## config.mk

```make
export PLATFORM = sky130hd
export DESIGN_NAME = dgrc_ctrl
export DESIGN_NICKNAME = d
export VERILOG_FILES = /design/src/hw/rtl/dgrc_pkg.sv /design/src/hw/rtl/dgrc_ctrl.sv
export VERILOG_INCLUDE_DIRS = /design/src /design/src/hw/rtl
export SDC_FILE = /design/constraint.sdc
export NUM_CORES = 1
export LEC_CHECK = 0
export CAP_MARGIN = 10
export CORE_MARGIN = 2
export CORE_UTILIZATION = 45
export CTS_CLUSTER_DIAMETER = 80
export DETAILED_ROUTE_END_ITERATION = 16
export DONT_BUFFER_PORTS = 1
export GPL_TIMING_DRIVEN = 0
export MAX_ROUTING_LAYER = met4
export PLACE_DENSITY = 0.67
export SLEW_MARGIN = 10
export SYNTH_ARGS = -nofsm -noshare
export SYNTH_HDL_FRONTEND = slang
export SYNTH_SLANG_ARGS = --single-unit
```

## constraint.sdc

```tcl
create_clock -name clk -period 1.9 [get_ports clk]
set_input_delay 0.38 -clock clk [delete_from_list [all_inputs] [get_ports clk]]
set_output_delay 0.38 -clock clk [all_outputs]
set_load 0.02 [all_outputs]
```

## src/hw/rtl/assert_macros.svh

```systemverilog
// Assertion macros for the ray caster RTL.
`ifndef ASSERT_MACROS_SVH
`define ASSERT_MACROS_SVH

// Property that must hold at every clock edge out of reset.
`define DGRC_ASSERT(label, prop, msg) \
    label: assert property (@(posedge clk) disable iff (!rst_n) prop) \
        else $error(msg);

// Condition that must never be true out of reset.
`define DGRC_NEVER(label, expr, msg) \
    label: assert property (@(posedge clk) disable iff (!rst_n) !(expr)) \
        else $error(msg);

`endif

```

## src/hw/rtl/dgrc_pkg.sv

```systemverilog
// Types and constants of the grid ray caster.
`default_nettype none

package dgrc_pkg;

    // Fixed point formats.
    localparam int FRAC_BITS = 8;
    localparam int DIR_FRAC  = 14;

    // Field and internal widths.
    localparam int POS_W   = 20;
    localparam int TILE_W  = 9;
    localparam int DIM_W   = 7;
    localparam int DIR_W   = 16;
    localparam int MAG_W   = 16;
    localparam int CXY_W   = 6;
    localparam int VAL_W   = 8;
    localparam int HIT_W   = 22;
    localparam int NUM_W   = 22;
    localparam int CELL_W  = 16;
    localparam int DIVD_W  = 36;
    localparam int CNT_W   = 6;
    localparam int DM_W    = 36;
    localparam int CMP_W   = 38;
    localparam int HD_W    = 37;
    localparam int LO_W    = 20;
    localparam int PROD_W  = 36;
    localparam int ACC_W   = 53;
    localparam int OFF_W   = 39;
    localparam int SUM_W   = 42;
    localparam int TPIX_W  = TILE_W + FRAC_BITS;

    // Configuration register indexes.
    localparam int CFG_IDX_W = 2;
    localparam logic [CFG_IDX_W-1:0] CFG_TILE_SIZE  = 2'd0;
    localparam logic [CFG_IDX_W-1:0] CFG_MAP_WIDTH  = 2'd1;
    localparam logic [CFG_IDX_W-1:0] CFG_MAP_HEIGHT = 2'd2;
    localparam logic [CFG_IDX_W-1:0] CFG_MAX_DEPTH  = 2'd3;

    // Register reset values and the largest tile size.
    localparam logic [TILE_W-1:0] TILE_RST  = 9'd64;
    localparam logic [DIM_W-1:0]  DIM_RST   = 7'd64;
    localparam logic [POS_W-1:0]  DEPTH_RST = 20'd262144;
    localparam logic [TILE_W-1:0] TILE_MAX  = 9'd256;

    // Operation codes of an input word.
    localparam logic OP_WRITE = 1'b0;
    localparam logic OP_CAST  = 1'b1;

    // Divider operand selection.
    localparam logic [1:0] DSEL_TX   = 2'd0;
    localparam logic [1:0] DSEL_TY   = 2'd1;
    localparam logic [1:0] DSEL_DIST = 2'd2;

    // Hit point multiply sequence.
    localparam logic [2:0] MS_XLO  = 3'd0;
    localparam logic [2:0] MS_XHI  = 3'd1;
    localparam logic [2:0] MS_YLO  = 3'd2;
    localparam logic [2:0] MS_YHI  = 3'd3;
    localparam logic [2:0] MS_LAST = 3'd4;

    // Distance bias of 0.07 pixel, rounded.
    localparam logic [HD_W-1:0] BIAS_Q = HD_W'(((7 << FRAC_BITS) + 50) / 100);
    localparam logic [POS_W-1:0] POS_MAX = {POS_W{1'b1}};

    // Saturation limits of the hit point.
    localparam logic signed [SUM_W-1:0] HIT_HI = 42'sd2097151;
    localparam logic signed [SUM_W-1:0] HIT_LO = -42'sd2097152;

    // Commands from the controller to the datapath.
    typedef struct packed {
        logic       capture;
        logic       write;
        logic       div_start;
        logic [1:0] div_sel;
        logic       lat_x;
        logic       lat_y;
        logic       init;
        logic       step;
        logic       rd;
        logic       test;
        logic       lat_dist;
        logic       mul_en;
        logic [2:0] mul_step;
        logic       out_load;
    } dgrc_cmd_t;

    // Status from the datapath to the controller.
    typedef struct packed {
        logic div_busy;
        logic depth_zero;
        logic stop;
        logic out_free;
    } dgrc_sts_t;

endpackage

`default_nettype wire

```

## src/hw/rtl/dgrc_ctrl.sv

```systemverilog
// Controller of the ray caster: sequences divisions, grid steps and the result.
`default_nettype none
`include "assert_macros.svh"

module dgrc_ctrl (
    input  wire logic                 clk,
    input  wire logic                 rst_n,
    input  wire logic                 in_valid,
    input  wire logic                 in_op,
    output logic                      in_ready,
    input  wire dgrc_pkg::dgrc_sts_t  sts,
    output dgrc_pkg::dgrc_cmd_t       cmd
);
    import dgrc_pkg::*;

    localparam logic [3:0] S_IDLE = 4'd0;
    localparam logic [3:0] S_DXS  = 4'd1;
    localparam logic [3:0] S_DXW  = 4'd2;
    localparam logic [3:0] S_DYS  = 4'd3;
    localparam logic [3:0] S_DYW  = 4'd4;
    localparam logic [3:0] S_INIT = 4'd5;
    localparam logic [3:0] S_STEP = 4'd6;
    localparam logic [3:0] S_READ = 4'd7;
    localparam logic [3:0] S_TEST = 4'd8;
    localparam logic [3:0] S_FDS  = 4'd9;
    localparam logic [3:0] S_FDW  = 4'd10;
    localparam logic [3:0] S_MUL  = 4'd11;
    localparam logic [3:0] S_OUT  = 4'd12;

    logic [3:0] state_reg, state_next;
    logic [2:0] mul_cnt_reg, mul_cnt_next;

    // Next state and commands.
    always_comb
    begin
        state_next   = state_reg;
        mul_cnt_next = '0;
        cmd          = '0;
        unique case (state_reg)
            S_IDLE:
            begin
                cmd.capture = in_valid && (in_op == OP_CAST);
                cmd.write   = in_valid && (in_op == OP_WRITE);
                if (in_valid && (in_op == OP_CAST))
                    state_next = S_DXS;
            end
            S_DXS:
            begin
                cmd.div_start = 1'b1;
                cmd.div_sel   = DSEL_TX;
                state_next    = S_DXW;
            end
            S_DXW:
            begin
                cmd.div_sel = DSEL_TX;
                if (!sts.div_busy)
                begin
                    cmd.lat_x  = 1'b1;
                    state_next = S_DYS;
                end
            end
            S_DYS:
            begin
                cmd.div_start = 1'b1;
                cmd.div_sel   = DSEL_TY;
                state_next    = S_DYW;
            end
            S_DYW:
            begin
                cmd.div_sel = DSEL_TY;
                if (!sts.div_busy)
                begin
                    cmd.lat_y  = 1'b1;
                    state_next = S_INIT;
                end
            end
            S_INIT:
            begin
                cmd.init   = 1'b1;
                state_next = sts.depth_zero ? S_MUL : S_STEP;
            end
            S_STEP:
            begin
                cmd.step   = 1'b1;
                state_next = S_READ;
            end
            S_READ:
            begin
                cmd.rd     = 1'b1;
                state_next = S_TEST;
            end
            S_TEST:
            begin
                cmd.test   = 1'b1;
                state_next = sts.stop ? S_FDS : S_STEP;
            end
            S_FDS:
            begin
                cmd.div_start = 1'b1;
                cmd.div_sel   = DSEL_DIST;
                state_next    = S_FDW;
            end
            S_FDW:
            begin
                cmd.div_sel = DSEL_DIST;
                if (!sts.div_busy)
                begin
                    cmd.lat_dist = 1'b1;
                    state_next   = S_MUL;
                end
            end
            S_MUL:
            begin
                cmd.mul_en   = 1'b1;
                cmd.mul_step = mul_cnt_reg;
                if (mul_cnt_reg == MS_LAST)
                    state_next = S_OUT;
                else
                    mul_cnt_next = mul_cnt_reg + 1'b1;
            end
            S_OUT:
            begin
                if (sts.out_free)
                begin
                    cmd.out_load = 1'b1;
                    state_next   = S_IDLE;
                end
            end
            default:
            begin
                state_next = S_IDLE;
            end
        endcase
    end

    // State registers.
    always_ff @(posedge clk or negedge rst_n)
    begin
        if (!rst_n)
        begin
            state_reg   <= S_IDLE;
            mul_cnt_reg <= '0;
        end
        else
        begin
            state_reg   <= state_next;
            mul_cnt_reg <= mul_cnt_next;
        end
    end

    assign in_ready = (state_reg == S_IDLE);

    `DGRC_ASSERT(a_idle_div_free, (state_reg == S_IDLE) |-> !sts.div_busy, "divider busy in idle")
    `DGRC_ASSERT(a_div_starts, (state_reg == S_DXS) |=> sts.div_busy, "divider did not start")
    `DGRC_ASSERT(a_mul_range, (state_reg == S_MUL) |-> (mul_cnt_reg <= MS_LAST), "multiply count overrun")
    `DGRC_NEVER(a_load_full, cmd.out_load && !sts.out_free, "result register overwritten")

endmodule

`default_nettype wire

```

== Yosys cells after proc, flatten, opt, wreduce, memory -nomap -nowiden ==
Cells that the tools add are included.
Storage, ports and cells
  bits in registers: 7
  logic and storage cells: 55
  input port bits: 8
Cells by class
  reduce and logical (&&, ||, !) cells: 7
  bitwise gates (word level): 1
  eq/ne operators: 19
  muxes and demuxes: 25
  $add $sub $neg: 1
Operator list (count)
  $pmux W4 S13: 1
  $mux W4: 9
  $eq A4 B4 Y1 const B: 5
  $eq A4 B3 Y1 const B: 4
  $mux W1: 11
  $ne A2 B2 Y1 const B: 5
  $eq A4 B2 Y1 const B: 2
  $mux W3: 2
  $reduce_and A6 Y1: 1
  $eq A4 B1 Y1 const B: 1
  $logic_not A4 Y1: 1
  $pmux W2 S2: 1
  $reduce_or A2 Y1: 2
  $add A3 B1 Y3 const B: 1
  $eq A3 B3 Y1 const B: 1
  $reduce_or A3 Y1: 1
  $logic_and A1 B1 Y1: 2
  $mux W2: 1
  $ne A2 B1 Y1 const B: 1
  $not A1 Y1: 1

== Logic depth before layout (Yosys ltp) ==
Gate-level depths: netlist (run 1).
  word-level depth: 3
  depth in mapped cells: 6

== Worst setup path after synthesis (run 1) ==
No wires, ideal clock.
  path type: reg-to-output
  start: register state_reg[1]
  end: output cmd[15] (netlist bit)
  data required time: 1.520 ns
  cell stages (with the launch flop): 5
  slack: -0.050 ns
  arrival time: 1.570 ns
  buffers on the path: 1
  cell sequence: dfrtp_1 -> buf_2 -> nor4_2 -> nand2_1 -> nor2_1
RTL lines
  start, declared: line dgrc_ctrl.sv:30  | logic [3:0] state_reg, state_next;
  start signal, assigned: line dgrc_ctrl.sv:146  | state_reg <= state_next;
  end, declared: line dgrc_ctrl.sv:12  | output dgrc_pkg::dgrc_cmd_t cmd

==> metrics.txt, run 1 <==
status=finished with violations; failing checks=negative setup slack; share of layout cells above drive strength 1=0.465; Final Hold Vio Count=0; CTS Buf Count=3; ANT nets after route=0; fillers=106; Power Total=0.00141 W; Synth Warn #=0; GRT busiest layer=met2; Final period util=1.02; met2 GRT Util=0.369; max-slew violation count=0; antenna cells=0; PnR worst setup slack=-0.0408 ns; minimum clock period after layout=1.94 ns; routed wire length=1570 um; area grow syn2layout=40.7%; die width=40.7 um; CP Launch Type=flip-flop; Seq/Total Area, Yosys=0.289; Synth Instances=75; GRT met1 Usage=0.252; Starting Density=0.471; total track usage=0.223; final hold slack=0.332 ns; vias in the first global route=575; wire per inst=15.6 um; clk sinks=7; antenna violations before repair=0; final setup vio count=2; max_slew headroom=0.687; Critical-path top delay cell=nor4_4; crit path max fanout=5; full die area=0.00166 mm2; clock slew at reported path FFs=0.06 ns; max_cap viols=0; worst-margin pin slew=0.467 ns; routed vias=606; Fmax=515 MHz; max reg flops=4; CTS tree=built; library cells used by synthesis=34; Die H=40.7 um; post-route cell area=852 um2; nets=97; Clock H-tree levels=1; io pins=26; met3 Track Usage GR=0.0272; dpl hpwl=1000 um; Critical Path AT=1.56 ns; Clk Latency, worst-skew pair=0.25 ns; cells along the critical path=buf_8, nor4_4, and3_4; Initial DRC Count=7; Seq cells post-synth=7; Leak Pwr=0.342 nW; Rows=13; GPL Wtd Cong=0.818; I/O Buffers=0; Cell Area, Placed=633 um2; CP required=1.52 ns; drt via density=6.00; CTS Buffer Depth=2; PwrDens=1660 mW/mm2; Max stage delay on crit path=0.46 ns; global-route wire length before repair=2370 um; # DRC=0; critical path type=flip-flop to output pin; clock root buffer master=clkbuf_4; router iterations before antenna repair=4; Congestion Overflow GR=0; Worst Setup End Kind=output pin; Post-Place Worst Slack=-0.0788 ns; RSZ-0062 raised after global routing=yes; post-synthesis cell area=606 um2; Core ar.=0.00128 mm2; Max VDD drop=0.858 mV; hold crit path type=input pin to flip-flop; clk_skew=0.00649 ns; Avg Synthesized Cell Area=8.07 um2; Syn Nets=85; largest net degree at the start of global routing=11
layout by cell type (no fill, tap or decap), types with 3 or more instances in the layout:
| master | synthesis | layout |
|---|---|---|
| nand2b_1 | 7 | 5 |
| buf_6 | 1 | 3 |
| dfrtp_1 | 7 | 4 |
| nor2_1 | 8 | 4 |
| nor4_4 | 0 | 3 |
| inv_1 | 4 | 4 |
| clkbuf_4 | 0 | 3 |
| o21ai_0 | 3 | 3 |
| dfrtp_2 | 0 | 3 |
| buf_4 | 1 | 6 |
| a21oi_1 | 5 | 3 |
| nand2_1 | 6 | 5 |
| nor2_2 | 0 | 3 |
cell families (layout without fill, tap and decap cells):
| family | Yosys count | after routing | synth area share |
|---|---|---|---|
| compound gates | 16 | 16 | 0.182 |
| xor+xnor | 1 | 1 | 0.0145 |
| fa+ha+maj | 2 | 2 | 0.0413 |
| buf+inv | 8 | 19 | 0.0702 |
| flops | 7 | 7 | 0.289 |
| mux | 1 | 1 | 0.0248 |
| simple gates | 40 | 40 | 0.378 |
per-stage QoR:
stage          cells  TNS, ns   util
2_1_floorplan     75        0      -
3_3_place_gp      90  -0.0459  0.493
3_5_place_dp      90  -0.0976  0.493
4_1_cts           98   -0.196  0.613
5_1_grt          101   -0.269  0.663
6_report         101  -0.0772  0.663
area by class of cell:
cell class                      instances  area, um2  area share
Timing Repair Buffer                    7       55.1      0.0646
Buffer                                  4       48.8      0.0573
Sequential cell                         7        179       0.210
Multi-Input combinational cell         60        509       0.598
Tap cell                               15       18.8      0.0220
Clock buffer                            4       26.3      0.0308
Inverter                                4       15.0      0.0176
power breakdown:
| group | internal, W | switching [W] | total (W) | leakage, nW |
|---|---|---|---|---|
| Combinational | 0.000411 | 0.000605 | 0.00102 | 0.240 |
| Sequential | 0.000202 | 0.0000585 | 0.000261 | 0.0872 |
| Clock | 0.0000801 | 0.0000538 | 0.000134 | 0.0150 |
| Total | 0.000693 | 0.000717 | 0.00141 | 0.342 |
repair_timing:
action	in CTS	in global routing
setup buffers	3	3
hold endpoints to repair	7	0
setup endpoints to repair	11	12
pin swaps	3	5
gates resized for setup	22	16
hold buffers	1	0
worst paths after layout:
check,from,to,slack (ns),cells past startpoint
max,state_reg[3],cmd[16],-0.04,3
min reg2reg,mul_cnt_reg[0],mul_cnt_reg[0],0.47,1
max reg2reg,state_reg[2],state_reg[2],0.20,6
min,sts[1],state_reg[1],0.33,2
min in group asynchronous,rst_n,mul_cnt_reg[0],0.45,1
max in group asynchronous,rst_n,state_reg[3],1.18,1
synth_stat cells, drive strengths merged:
cell type  count  area [um2]
a211oi         1        7.51
a21oi          5        25.0
a22oi          1        7.51
and2           2        12.5
and3           2        12.5
and3b          1        8.76
and4           1        8.76
and4b          1        10.0
buf            3        23.8
clkbuf         1        3.75
dfrtp          7         175
ha             2        25.0
inv            4        15.0
mux2           1        15.0
nand2          7        28.8
nand2b         7        43.8
nand3          2        10.0
nor2           8        30.0
nor3           4        20.0
nor3b          1        12.5
nor4           3        25.0
o211ai         1        12.5
o21ai          4        23.8
o21bai         1        7.51
o221ai         1        8.76
o2bb2ai        1        8.76
o31a           1        8.76
or3            1        6.26
xnor2          1        8.76
metal layers:
layer / vias up / wire length, um
met5: - / 0
met4: 0 / 19
met3: 2 / 59
met2: 18 / 848
met1: 297 / 644
li1: 289 / -
critical path: cells and delay by family, from the launching register on:
family	cells	cell delay, ns
DFF	1	0.42
and+or+nand+nor	2	0.76
buffers and inverters	1	0.13
Power figures use the tool's default switching activity.
==> inputs of run 2 (changes only) <==
--- a/config.mk
+++ b/config.mk
@@ -6,6 +6,7 @@
 export SDC_FILE = /design/constraint.sdc
 export NUM_CORES = 1
 export LEC_CHECK = 0
+export ABC_CLOCK_PERIOD_IN_PS = 1700
 export CAP_MARGIN = 10
 export CORE_MARGIN = 2
 export CORE_UTILIZATION = 45
@@ -14,7 +15,7 @@
 export DONT_BUFFER_PORTS = 1
 export GPL_TIMING_DRIVEN = 0
 export MAX_ROUTING_LAYER = met4
-export PLACE_DENSITY = 0.67
+export PLACE_DENSITY = 0.69
 export SLEW_MARGIN = 10
 export SYNTH_ARGS = -nofsm -noshare
 export SYNTH_HDL_FRONTEND = slang
==> constraint.sdc (replaced) <==
create_clock -name clk -period 1.7 [get_ports clk]
set_input_delay 0.34 -clock clk [delete_from_list [all_inputs] [get_ports clk]]
set_output_delay 0.34 -clock clk [all_outputs]
set_load 0.02 [all_outputs]
==> metrics.txt, run 2 (synthesis results as in run 1) <==
clock slew at reported path FFs=0.05 ns; clock root buffer master=clkbuf_4; Max VDD drop=0.984 mV; clk sinks=7; Congestion Overflow GR=0; Starting Density=0.471; clk_skew=0.00193 ns; area grow syn2layout=58.5%; placed cells=90; CTS tree=built; antenna cells=0; most frequent cells in the layout=buf_4, buf_6, nand2_1; Initial DRC Count=17; CTS Buf Count=3; nets=103; antenna violations before repair=0; full die area=0.00166 mm2; Critical-path top delay cell=nor4_4; die width=40.7 um; max reg flops=4; met2 GRT Util=0.325; GRT busiest layer=met2; routed vias=634; largest net degree at the start of global routing=11; share of layout cells above drive strength 1=0.533; routed wire length=1710 um; Core ar.=0.00128 mm2; WP buf/inv=1; GRT met1 Usage=0.284; status=finished with violations; hold path endpoint=state_reg[0]; PnR worst setup slack=-0.192 ns; CTS Buffer Depth=2; router iterations before antenna repair=4; io pins=26; hold crit path type=input pin to flip-flop; Final Non-Filler Cells=107; total track usage=0.209; I/O Buffers=0; max_slew headroom=0.706; hold-critical path depth=2; Worst Setup End Kind=output pin; crit path max fanout=3; CP required=1.36 ns; PwrDens=1910 mW/mm2; global-route wire length before repair=2180 um; vias in the first global route=506; CP Launch Type=flip-flop; max_cap viols=0; most common cell after layout, fill and taps aside=buf_4; Critical Path AT=1.55 ns; failing checks=negative setup slack; ANT nets after route=0; wire per inst=16.0 um; Final Hold Vio Count=0; RSZ-0062 raised after global routing=yes; # DRC=0; max-slew violation count=0; worst-margin pin slew=0.438 ns; area of the multi-input gates=562 um2; Max stage delay on crit path=0.44 ns; final core occ=0.747; Post-Place Worst Slack=-0.159 ns; Cell Area, Placed=639 um2; critical path type=flip-flop to output pin; hold_sp=sts[2]; Top delay family on crit path=simple AND/OR/NAND/NOR gates; R2R setup slack=0.06 ns; cells on worst reg2reg path=6; Die H=40.7 um; cells along the critical path=buf_6, nor4_4, nand2_1, nor2_4; post-route cell area=960 um2; Leak Pwr=0.404 nW; minimum clock period after layout=1.89 ns; Fmax=529 MHz; WP depth=4; final setup vio count=7; Register Area=178 um2; Clock H-tree levels=1; reg2reg end=state_reg[2]; Rows=13; met3 Track Usage GR=0.0326; fillers=92; R2R Path Start=state_reg[3]; drt via density=5.93; Final period util=1.11; GPL Wtd Cong=0.787; dpl hpwl=1080 um; Clk Latency, worst-skew pair=0.24 ns; setup_tns=-0.534 ns
run 2: changes by cell type in the layout (fill, tap and decap cells not counted), moves of 2 or more:
cell / before / now
buf_4: 6 / 9
buf_6: 3 / 6
nand2b_4: 1 / 3
nor2_4: 1 / 3
nor3_2: 2 / 0
nor3_4: 2 / 4
run 2: cell type report:
| type | count | share of cell area |
|---|---|---|
| multi-input cells | 60 | 0.585 |
| clock buffers | 4 | 0.0274 |
| inverters | 4 | 0.0156 |
| well taps | 15 | 0.0196 |
| plain buffers | 4 | 0.0508 |
| flip-flops and latches | 7 | 0.185 |
| repair buffers | 13 | 0.116 |
run 2: how the worst max path moves through the flow:
| stage | end | slack [ns] | from |
|---|---|---|---|
| after global placement | cmd[15] | -0.14 | state_reg[1] |
| after global routing | cmd[15] | -0.25 | state_reg[3] |
| after CTS | cmd[15] | -0.24 | state_reg[2] |
| final | cmd[15] | -0.19 | state_reg[3] |
| after detailed placement | cmd[15] | -0.16 | state_reg[1] |
| after floorplan | cmd[15] | -0.06 | state_reg[1] |
run 2: where the power goes:
part	total (W)	internal [W]	switching, W
clock network	0.000147	0.0000893	0.0000575
logic	0.00141	0.000610	0.000795
registers	0.000284	0.000224	0.0000598
total	0.00184	0.000924	0.000912
run 2: metal layers:
layer / share of wire / routed length, um
met5: 0 / 0
met4: 0.0035 / 6
met3: 0.058 / 100
met2: 0.53 / 906
met1: 0.41 / 698
run 2: per-stage QoR:
step	hold slack, ns	total power [W]
final	0.324	0.00184
after global routing	0.352	0.00196
after CTS	0.304	0.00162
after detailed placement	0.0445	0.00111
after global placement	0.0445	0.00109
after floorplan	0.0444	0.000971
run 2: worst reg2reg max path: stages, from the launching register on:
cell and delay (ns):
dfrtp_1 0.40, buf_4 0.17, buf_4 0.14, nor3b_4 0.21, a21oi_1 0.09, o211ai_2 0.19, mux2_4 0.32
run 2: timing repair:
item	4_1_cts	5_1_grt
endpoints found under the hold margin	7	0
buffers inserted	8	4
setup endpoints to repair	16	16
pin swaps	7	11
hold buffers	1	0
resized for setup	34	15
